===== config.mk =====
export PLATFORM = sky130hd
export DESIGN_NAME = bse_ctrl
export DESIGN_NICKNAME = d
export VERILOG_FILES = /design/src/hdl/bse_pkg.sv /design/src/hdl/bse_ctrl.sv
export VERILOG_INCLUDE_DIRS = /design/src /design/src/hdl
export SDC_FILE = /design/constraint.sdc
export NUM_CORES = 1
export LEC_CHECK = 0
export CAP_MARGIN = 20
export CORE_AREA = 2 2 39 41
export CTS_BUF_LIST = sky130_fd_sc_hd__clkbuf_4
export CTS_CLUSTER_SIZE = 20
export DETAILED_ROUTE_END_ITERATION = 8
export DIE_AREA = 0 0 41 43
export DONT_BUFFER_PORTS = 1
export GPL_ROUTABILITY_DRIVEN = 0
export PLACE_DENSITY = 0.33
export SKIP_LAST_GASP = 1
export SLEW_MARGIN = 20
export SYNTH_ARGS = -nofsm -noshare
export SYNTH_HDL_FRONTEND = slang
export SYNTH_SLANG_ARGS = --single-unit

===== constraint.sdc =====
create_clock -name clk -period 1.28 [get_ports clk]
set_input_delay 0.128 -clock clk [delete_from_list [all_inputs] [get_ports clk]]
set_output_delay 0.128 -clock clk [all_outputs]
set_load 0.1 [all_outputs]

===== src/hdl/assert_macros.svh =====
// Assertion macros shared by the binary search engine RTL.
// Expects clk and rst_n in the scope of each use.
`ifndef ASSERT_MACROS_SVH
`define ASSERT_MACROS_SVH

// Same-cycle implication.
`define BSE_ASSERT_IMP(lbl, ante, cons, msg) \
    lbl: assert property (@(posedge clk) disable iff (!rst_n) (ante) |-> (cons)) \
        else $error(msg);

// Next-cycle implication.
`define BSE_ASSERT_NXT(lbl, ante, cons, msg) \
    lbl: assert property (@(posedge clk) disable iff (!rst_n) (ante) |=> (cons)) \
        else $error(msg);

`endif


===== src/hdl/bse_pkg.sv =====
// Package for the binary search engine: opcodes, defaults and the
// command/status structs between controller and datapath. No dependencies.
package bse_pkg;

    localparam int DEF_TABLE_DEPTH   = 256;
    localparam int DEF_ELEMENT_WIDTH = 32;

    localparam logic [1:0] OP_CLEAR  = 2'd0;
    localparam logic [1:0] OP_APPEND = 2'd1;
    localparam logic [1:0] OP_SEARCH = 2'd2;

    typedef struct packed {
        logic clear;
        logic append;
        logic start;
        logic rd;
        logic step;
        logic emit;
    } cmd_t;

    typedef struct packed {
        logic empty;
        logic hit;
        logic full;
    } sts_t;

endpackage


===== src/hdl/bse_ctrl.sv =====
// Binary search engine controller: handshakes and probe sequencing.
// Depends on bse_pkg and assert_macros.svh.
`include "assert_macros.svh"

module bse_ctrl
(
    input  logic              clk,
    input  logic              rst_n,
    input  logic              in_valid,
    output logic              in_stall,
    input  logic [1:0]        opcode,
    output logic              out_valid,
    input  logic              out_stall,
    output bse_pkg::cmd_t     cmd,
    input  bse_pkg::sts_t     sts
);

    localparam logic [1:0] S_IDLE  = 2'd0;
    localparam logic [1:0] S_PROBE = 2'd1;
    localparam logic [1:0] S_CMP   = 2'd2;
    localparam logic [1:0] S_DONE  = 2'd3;

    logic [1:0] state_reg, state_next;
    logic       out_valid_reg, out_valid_next;
    logic       accept;

    always_comb
    begin
        cmd        = '0;
        state_next = state_reg;
        in_stall   = (state_reg != S_IDLE);
        accept     = in_valid && !in_stall;
        case (state_reg)
            S_IDLE:
            begin
                if (accept)
                begin
                    case (opcode)
                        bse_pkg::OP_CLEAR:  cmd.clear  = 1'b1;
                        bse_pkg::OP_APPEND: cmd.append = 1'b1;
                        bse_pkg::OP_SEARCH:
                        begin
                            cmd.start  = 1'b1;
                            state_next = S_PROBE;
                        end
                        default: ;
                    endcase
                end
            end
            S_PROBE:
            begin
                if (sts.empty)
                begin
                    state_next = S_DONE;
                end
                else
                begin
                    cmd.rd     = 1'b1;
                    state_next = S_CMP;
                end
            end
            S_CMP:
            begin
                cmd.step   = 1'b1;
                state_next = sts.hit ? S_DONE : S_PROBE;
            end
            S_DONE:
            begin
                if (!out_valid_reg || !out_stall)
                begin
                    cmd.emit   = 1'b1;
                    state_next = S_IDLE;
                end
            end
            default: state_next = S_IDLE;
        endcase
        out_valid_next = cmd.emit || (out_valid_reg && out_stall);
    end

    always_ff @(posedge clk or negedge rst_n)
    begin
        if (!rst_n)
        begin
            state_reg     <= S_IDLE;
            out_valid_reg <= 1'b0;
        end
        else
        begin
            state_reg     <= state_next;
            out_valid_reg <= out_valid_next;
        end
    end

    assign out_valid = out_valid_reg;

    `BSE_ASSERT_IMP(a_cmp_after_probe, state_reg == S_CMP, $past(state_reg) == S_PROBE,
        "compare state not entered from a probe")
    `BSE_ASSERT_IMP(a_emit_no_overwrite, cmd.emit, !(out_valid_reg && out_stall),
        "result overwritten while stalled")
    `BSE_ASSERT_NXT(a_emit_valid, cmd.emit, out_valid_reg,
        "emitted result not presented")

endmodule


[After elaboration in Yosys (flattened, before gate mapping)]
Cells that the tools add are included.
Word-level totals
  bits in registers: 3
  word-level logic and storage cells: 37
Operators by class
  equality and inequality tests: 8
  muxes and demuxes: 16
  reductions and logical operators: 11
Operators with widths (number)
  $mux 1: 9
  $mux 2: 4
  $pmux 2 s4: 1
  $eq 2x2->1 const B: 3
  $mux 3: 2
  $eq 2x1->1 const B: 2
  $logic_not 2->1: 2
  $ne 2x2->1 const B: 2
  $logic_not 1->1: 3
  $reduce_and 3->1: 1
  $logic_and 1x1->1: 2
  $logic_or 1x1->1: 2
  $ne 2x1->1 const B: 1
  $reduce_bool 2->1: 1

[Longest topological paths before layout]
Gate-level depths: netlist of run 1.
  depth after elaboration: 5
  depth in mapped cells: 2
  gate-level depth less buffers: 2

[Least setup slack after synthesis of run 1]
Ideal clock, no wire load.
  path type: register to output
  start: register state_reg[1]
  end: output cmd[3] (netlist bit)
  arrival time: 2518 ps
  data required time: 1152 ps
  slack: -1366 ps
  stages on the path, launching flop included: 2
  path through: dfrtp_1 nor3_1
RTL lines
  start: declaration: line bse_ctrl.sv:23  | logic [1:0] state_reg, state_next;
  start signal: assignment: line bse_ctrl.sv:89  | state_reg <= state_next;
  end: declaration: line bse_ctrl.sv:14  | output bse_pkg::cmd_t cmd,

==> impl_metrics.yaml, run 1 <==
synth:
  yosys.area.top_type_share_pct: 40.3
  synth_edf_count: 0
  ys_seq_area_share_pct: 40.3
  synth_warnings: 0
  syn_nets: 28
  postSynthAreaPerCell_um2: 9.81
  syn_inst: 19
  synthFlopType: "dfrtp_1"
  ys_ff_latch: 3
  async_reset_ff_share_pct: 100
  yosys.area.top_type: "dfrtp_1"
  syn_area_um2: 186
  yosys-top-cells-area: "dfrtp_1 40%, a21oi_1 8.1%, a221oi_2 8.1%, and4bb_1 6.7%, nor3b_2 6.7%"
  synth.distinct_cells: 13
  ys_top_cells_by_count: "3 x a21oi_1, 3 x dfrtp_1, 3 x nand2_1"
critical_path:
  worst-path-buf-inv: 1
  reg2reg_slack_ns: 0.20
  crit_fanout: 7
  cp_slowest_stage_delay_ns: 0.47
  crit_cells: 3
  crit_slowest_cell: "dfrtp_2"
  crit_type: "reg -> out"
  cp_top_family: "flip-flops"
  crit_chain: "nor2_4, and4bb_4, buf_12"
  worst_ep_required_time_ns: 1.15
  cp-start-kind: "register"
  cp-startpoint: "state_reg[1]"
  r2r.worst_path.cells: 4
  crit_arrival_ns: 1.24
  worstReg2RegEnd: "state_reg[0]"
  cp-end-kind: "primary output"
  regToRegStartpoint: "state_reg[1]"
detailed_routing:
  via_count: 219
  viasPerCell: 4.21
  wl_um: 520
  ant_nets: 0
  wl_per_cell_um: 10.0
  drc: 0
  firstDrtPassIters: 1
  drt-initial-drc-count: 0
sta:
  slew_headroom_pct: 81.6
  fin_crit_ns: 1.37
  finalClockSkew_ns: 0.00339
  period_share_pct: 107
  hold_viol: 0
  tightest_slew_ns: 0.278
  fmax_mhz: 729
  rsz0062_at_grt: "true"
  finalSetupViolCount: 6
  whs_ns: 0.0860
  worst_slack_ns: -0.0916
  slew_violations: 0
  setup_tns_ns: -0.317
floorplan:
  row_count: 14
  die_width_um: 41
  die_y_um: 43
  pin_count: 17
  initial_core_util_pct: 13.5
  die-area_um2: 1760
  core_um2: 1380
global_route:
  track_usage_pct: 6.34
  grt_max_degree: 8
  antenna_found_initial: 0
  grt_pass1_vias: 214
  grt_pass1_wl_um: 710
  grt_overflow: 0
clock_network:
  clkTransAtPathRegs_ns: 0.04
  clk_path_buf_depth: 2
  cts.sinks: 3
  htreeDepth: 1
  cts_buffers: 3
  cts-root-buf: "clkbuf_4"
  cts_tree: "done"
  clock_latency_ns: 0.23
run_status:
  status: "finished, violations left"
  violations: "setup timing"
min_path:
  hold_class: "in -> reg"
  min-delay-start: "out_stall"
  holdPathStages: 2
  holdPathEnd: "out_valid"
run:
  drv_cap: 0
final_layout:
  largest_reg_flops: 2
  n_antenna_cell: 0
  synthToLayoutAreaGrowth_pct: 158
  final_nets: 46
  layout-drive-gt1-share_pct: 77.8
  final_util_pct: 34.7
place:
  dp_hpwl_um: 446
  place_ws_ns: 0.0790
  place.port_buffers: 0
-- repair_timing --
item,CTS,global route
hold buffers,1,0
endpoints found under the hold margin,3,0
setup buffers,1,2
pin swaps,2,2
setup endpoints to repair,5,6
resized for setup,1,3
-- logic make-up (layout without fill, tap and decap cells) --
group	after synthesis	in the layout	synth area share (%)
AND/OR/NAND/NOR	11	11	41.6
AO/OA/AOI/OAI	4	4	16.1
flip-flops	3	3	40.3
buffers and inverters	1	18	2.01
-- layout make-up --
| cell class | count | area [um2] |
|---|---|---|
| Fill cell | 138 | 903 |
| Timing Repair Buffer | 13 | 191 |
| Sequential cell | 3 | 81.3 |
| Tap cell | 16 | 20.0 |
| Inverter | 1 | 6.26 |
| Clock buffer | 4 | 30.0 |
| Multi-Input combinational cell | 15 | 151 |
-- metrics by stage --
stage	area (um2)	cells
2_1_floorplan	231	19
6_report	480	52
4_1_cts	459	50
3_3_place_gp	407	44
5_1_grt	480	52
3_5_place_dp	407	44
-- worst register-to-register path: stages, from the launching register on --
cell	delay (ns)
dfrtp_2	0.46
nor2_4	0.05
buf_4	0.13
buf_6	0.11
a221oi_2	0.22
-- placed cells by master (no fill, tap or decap), types with 2 or more instances in the layout --
cell,n
clkbuf_4,4
buf_12,7
nand2_1,3
a21oi_1,2
buf_4,4
dfrtp_2,2
-- metal layers --
metal / track usage, % / up-vias / wire length [um]
li1: - / 104 / -
met1: 5.18 / 106 / 181
met2: 10.0 / 9 / 301
met3: 3.14 / 0 / 38
met4: 6.00 / 0 / 0
met5: 0 / - / 0
-- worst max path at each step --
stage,to,slack (ns)
after detailed placement,cmd[4],0.08
after global placement,cmd[4],0.10
after global routing,cmd[4],-0.13
final,cmd[5],-0.09
after floorplan,state_reg[0],-0.26
after CTS,cmd[4],-0.11
Power of run 1 is left out: the tool's default activity adds up to more than one toggle a clock period on the data nets, which glitch-free logic cannot reach.
==> run 2, diff against run 1 <==
--- a/config.mk
+++ b/config.mk
@@ -9,5 +9,4 @@
 export CAP_MARGIN = 20
 export CORE_AREA = 2 2 39 41
-export CTS_BUF_LIST = sky130_fd_sc_hd__clkbuf_4
 export CTS_CLUSTER_SIZE = 20
 export DETAILED_ROUTE_END_ITERATION = 8
==> constraint.sdc (replaced) <==
create_clock -name clk -period 1.28 [get_ports clk]
set_input_delay 0.128 -clock clk [delete_from_list [all_inputs] [get_ports clk]]
set_output_delay 0.128 -clock clk [all_outputs]
set_load 0.01 [all_outputs]
==> run 2 against run 1 <==
The run now ends clean. Worst setup slack better by 0.18 ns. Clock skew down 0.0011 ns. Critical path type unchanged. Sequential share of layout area increased by 13 points. Flip-flop and latch count unchanged. Wire length down 9.4%. Non-clock buffer count is 11 lower. Register-to-register slack better by 0.09 ns. Global-route usage is 0.70 points lower. Critical path depth shrank 1. First-iteration DRC count did not move. Critical endpoint unchanged.
==> impl_metrics.yaml, run 2 (synthesis gave the netlist of run 1 again) <==
clock_network:
  clkTransAtPathRegs_ns: 0.04
  cts.sinks: 3
  cts_tree: "done"
  clk_path_buf_depth: 2
  cts_buffers: 3
  clock_latency_ns: 0.24
  cts-root-buf: "clkbuf_4"
  htreeDepth: 1
critical_path:
  crit_type: "reg -> out"
  crit_chain: "nor2_4, and4bb_1"
  crit_fanout: 7
  worst_ep_required_time_ns: 1.15
  cp_slowest_stage_delay_ns: 0.44
  crit_slowest_cell: "dfrtp_2"
  crit_arrival_ns: 1.07
  cp-start-kind: "register"
  cp-end-kind: "primary output"
floorplan:
  pin_count: 17
  initial_core_util_pct: 13.5
  die_width_um: 41
  die_y_um: 43
  core_um2: 1380
  die-area_um2: 1760
  row_count: 14
power:
  p_comb_share_pct: 37.1
  sequentialPowerShare_pct: 37.0
  netSwitchingFraction_pct: 42.3
  internal_power_mw: 0.385
  p_sw_mw: 0.282
  power_frac_clock_pct: 25.9
  irDropWorstVdd_v: 0.000585
  leakage_nw: 0.102
  power.density_nw_per_um2: 2590
global_route:
  grt_overflow: 0
  grt_use_met1_pct: 4.53
  grtUsageMet3_pct: 5.24
  grt_max_degree: 8
  grtUsageMet2_pct: 7.19
  grt_pass1_wl_um: 586
  antenna_found_initial: 0
  grt-busiest-layer: "met2"
  grt_pass1_vias: 163
  track_usage_pct: 5.63
final_layout:
  final_cell_mix: "3 x nand2_1, 3 x a21oi_1, 3 x clkbuf_4"
  area.sequential_um2: 77.6
  design_area_um2: 258
  layout-drive-gt1-share_pct: 36.0
  fillCellCount: 163
  multi_input_comb_area_um2: 113
  largest_reg_flops: 2
  final_nets: 35
  n_antenna_cell: 0
  synthToLayoutAreaGrowth_pct: 38.3
  fin_cells: 41
sta:
  slew_headroom_pct: 75.6
  finalSetupViolCount: 0
  finalClockSkew_ns: 0.00232
  fmax_mhz: 837
  period_share_pct: 93.3
  rsz0062_at_grt: "false"
  fin_crit_ns: 1.19
  hold_viol: 0
  slew_violations: 0
  whs_ns: 0.0929
  tightest_slew_ns: 0.363
  setup_tns_ns: 0
place:
  dp_hpwl_um: 344
  dp.cells: 35
  place_area_um2: 206
  place.port_buffers: 0
detailed_routing:
  via_count: 172
  wl_um: 471
  firstDrtPassIters: 1
  viasPerCell: 4.20
  ant_nets: 0
  wl_per_cell_um: 11.5
  drt-initial-drc-count: 0
  drc: 0
min_path:
  hold_class: "in -> reg"
run_status:
  status: "finished, final reports clean"
run:
  drv_cap: 0
[run 2: worst paths after layout]
path / slack (ns) / cells after the start / start / end
worst max-delay path: 0.09 / 2 / state_reg[0] / cmd[5]
worst min-delay path: 0.09 / 2 / out_stall / out_valid
worst max register to register: 0.29 / 2 / state_reg[1] / state_reg[0]
worst min register to register: 0.63 / 2 / state_reg[0] / out_valid
max in group asynchronous: 0.97 / 1 / rst_n / state_reg[0]
min in group asynchronous: 0.14 / 1 / rst_n / state_reg[1]
[run 2: routing by layer]
metal	wire, um	vias up
li1	-	83
met2	187	15
met3	88	2
met1	180	72
met4	14	0
met5	0	-
[run 2: repair_timing]
| action | CTS | global route |
|---|---|---|
| pin swaps | 0 | 2 |
| cloned | 0 | 0 |
| gates resized for setup | 1 | 2 |
| setup endpoints to repair | 2 | 2 |
| endpoints found under the hold margin | 3 | 0 |
| setup buffers | 0 | 1 |
| hold buffers | 1 | 0 |
[run 2: critical path, delay by kind of cell (launching register included)]
family | cells | cell delay, ns
DFF | 1 | 0.44
and+or+nand+nor | 2 | 0.39
[run 2: cell type report]
cell class                 instances  share of cell area [%]
multi-input combinational         15                    43.7
inverter                           1                    1.46
sequential                         3                    30.1
tap                               16                    7.77
timing repair buffer               2                    6.80
clock buffer                       4                    10.2
[run 2: through the flow]
stage	utilization (%)	power [mW]	worst slack, ns
after CTS	17.9	0.658	0.0117
after detailed placement	14.9	0.450	0.242
final	18.6	0.666	0.0853
after global routing	18.6	0.724	0.0279
after global placement	14.9	0.439	0.263
after floorplan	-	0.402	0.316
[run 2: power groups by stage]
| stage | sequential [mW] | combinational, mW | clock, mW |
|---|---|---|---|
| final | 0.247 | 0.247 | 0.172 |
| after floorplan | 0.213 | 0.189 | 0 |
| after CTS | 0.240 | 0.234 | 0.184 |
| after global placement | 0.224 | 0.215 | 0 |
| after detailed placement | 0.229 | 0.221 | 0 |
| after global routing | 0.253 | 0.280 | 0.191 |
Power figures use the tool's default switching activity.
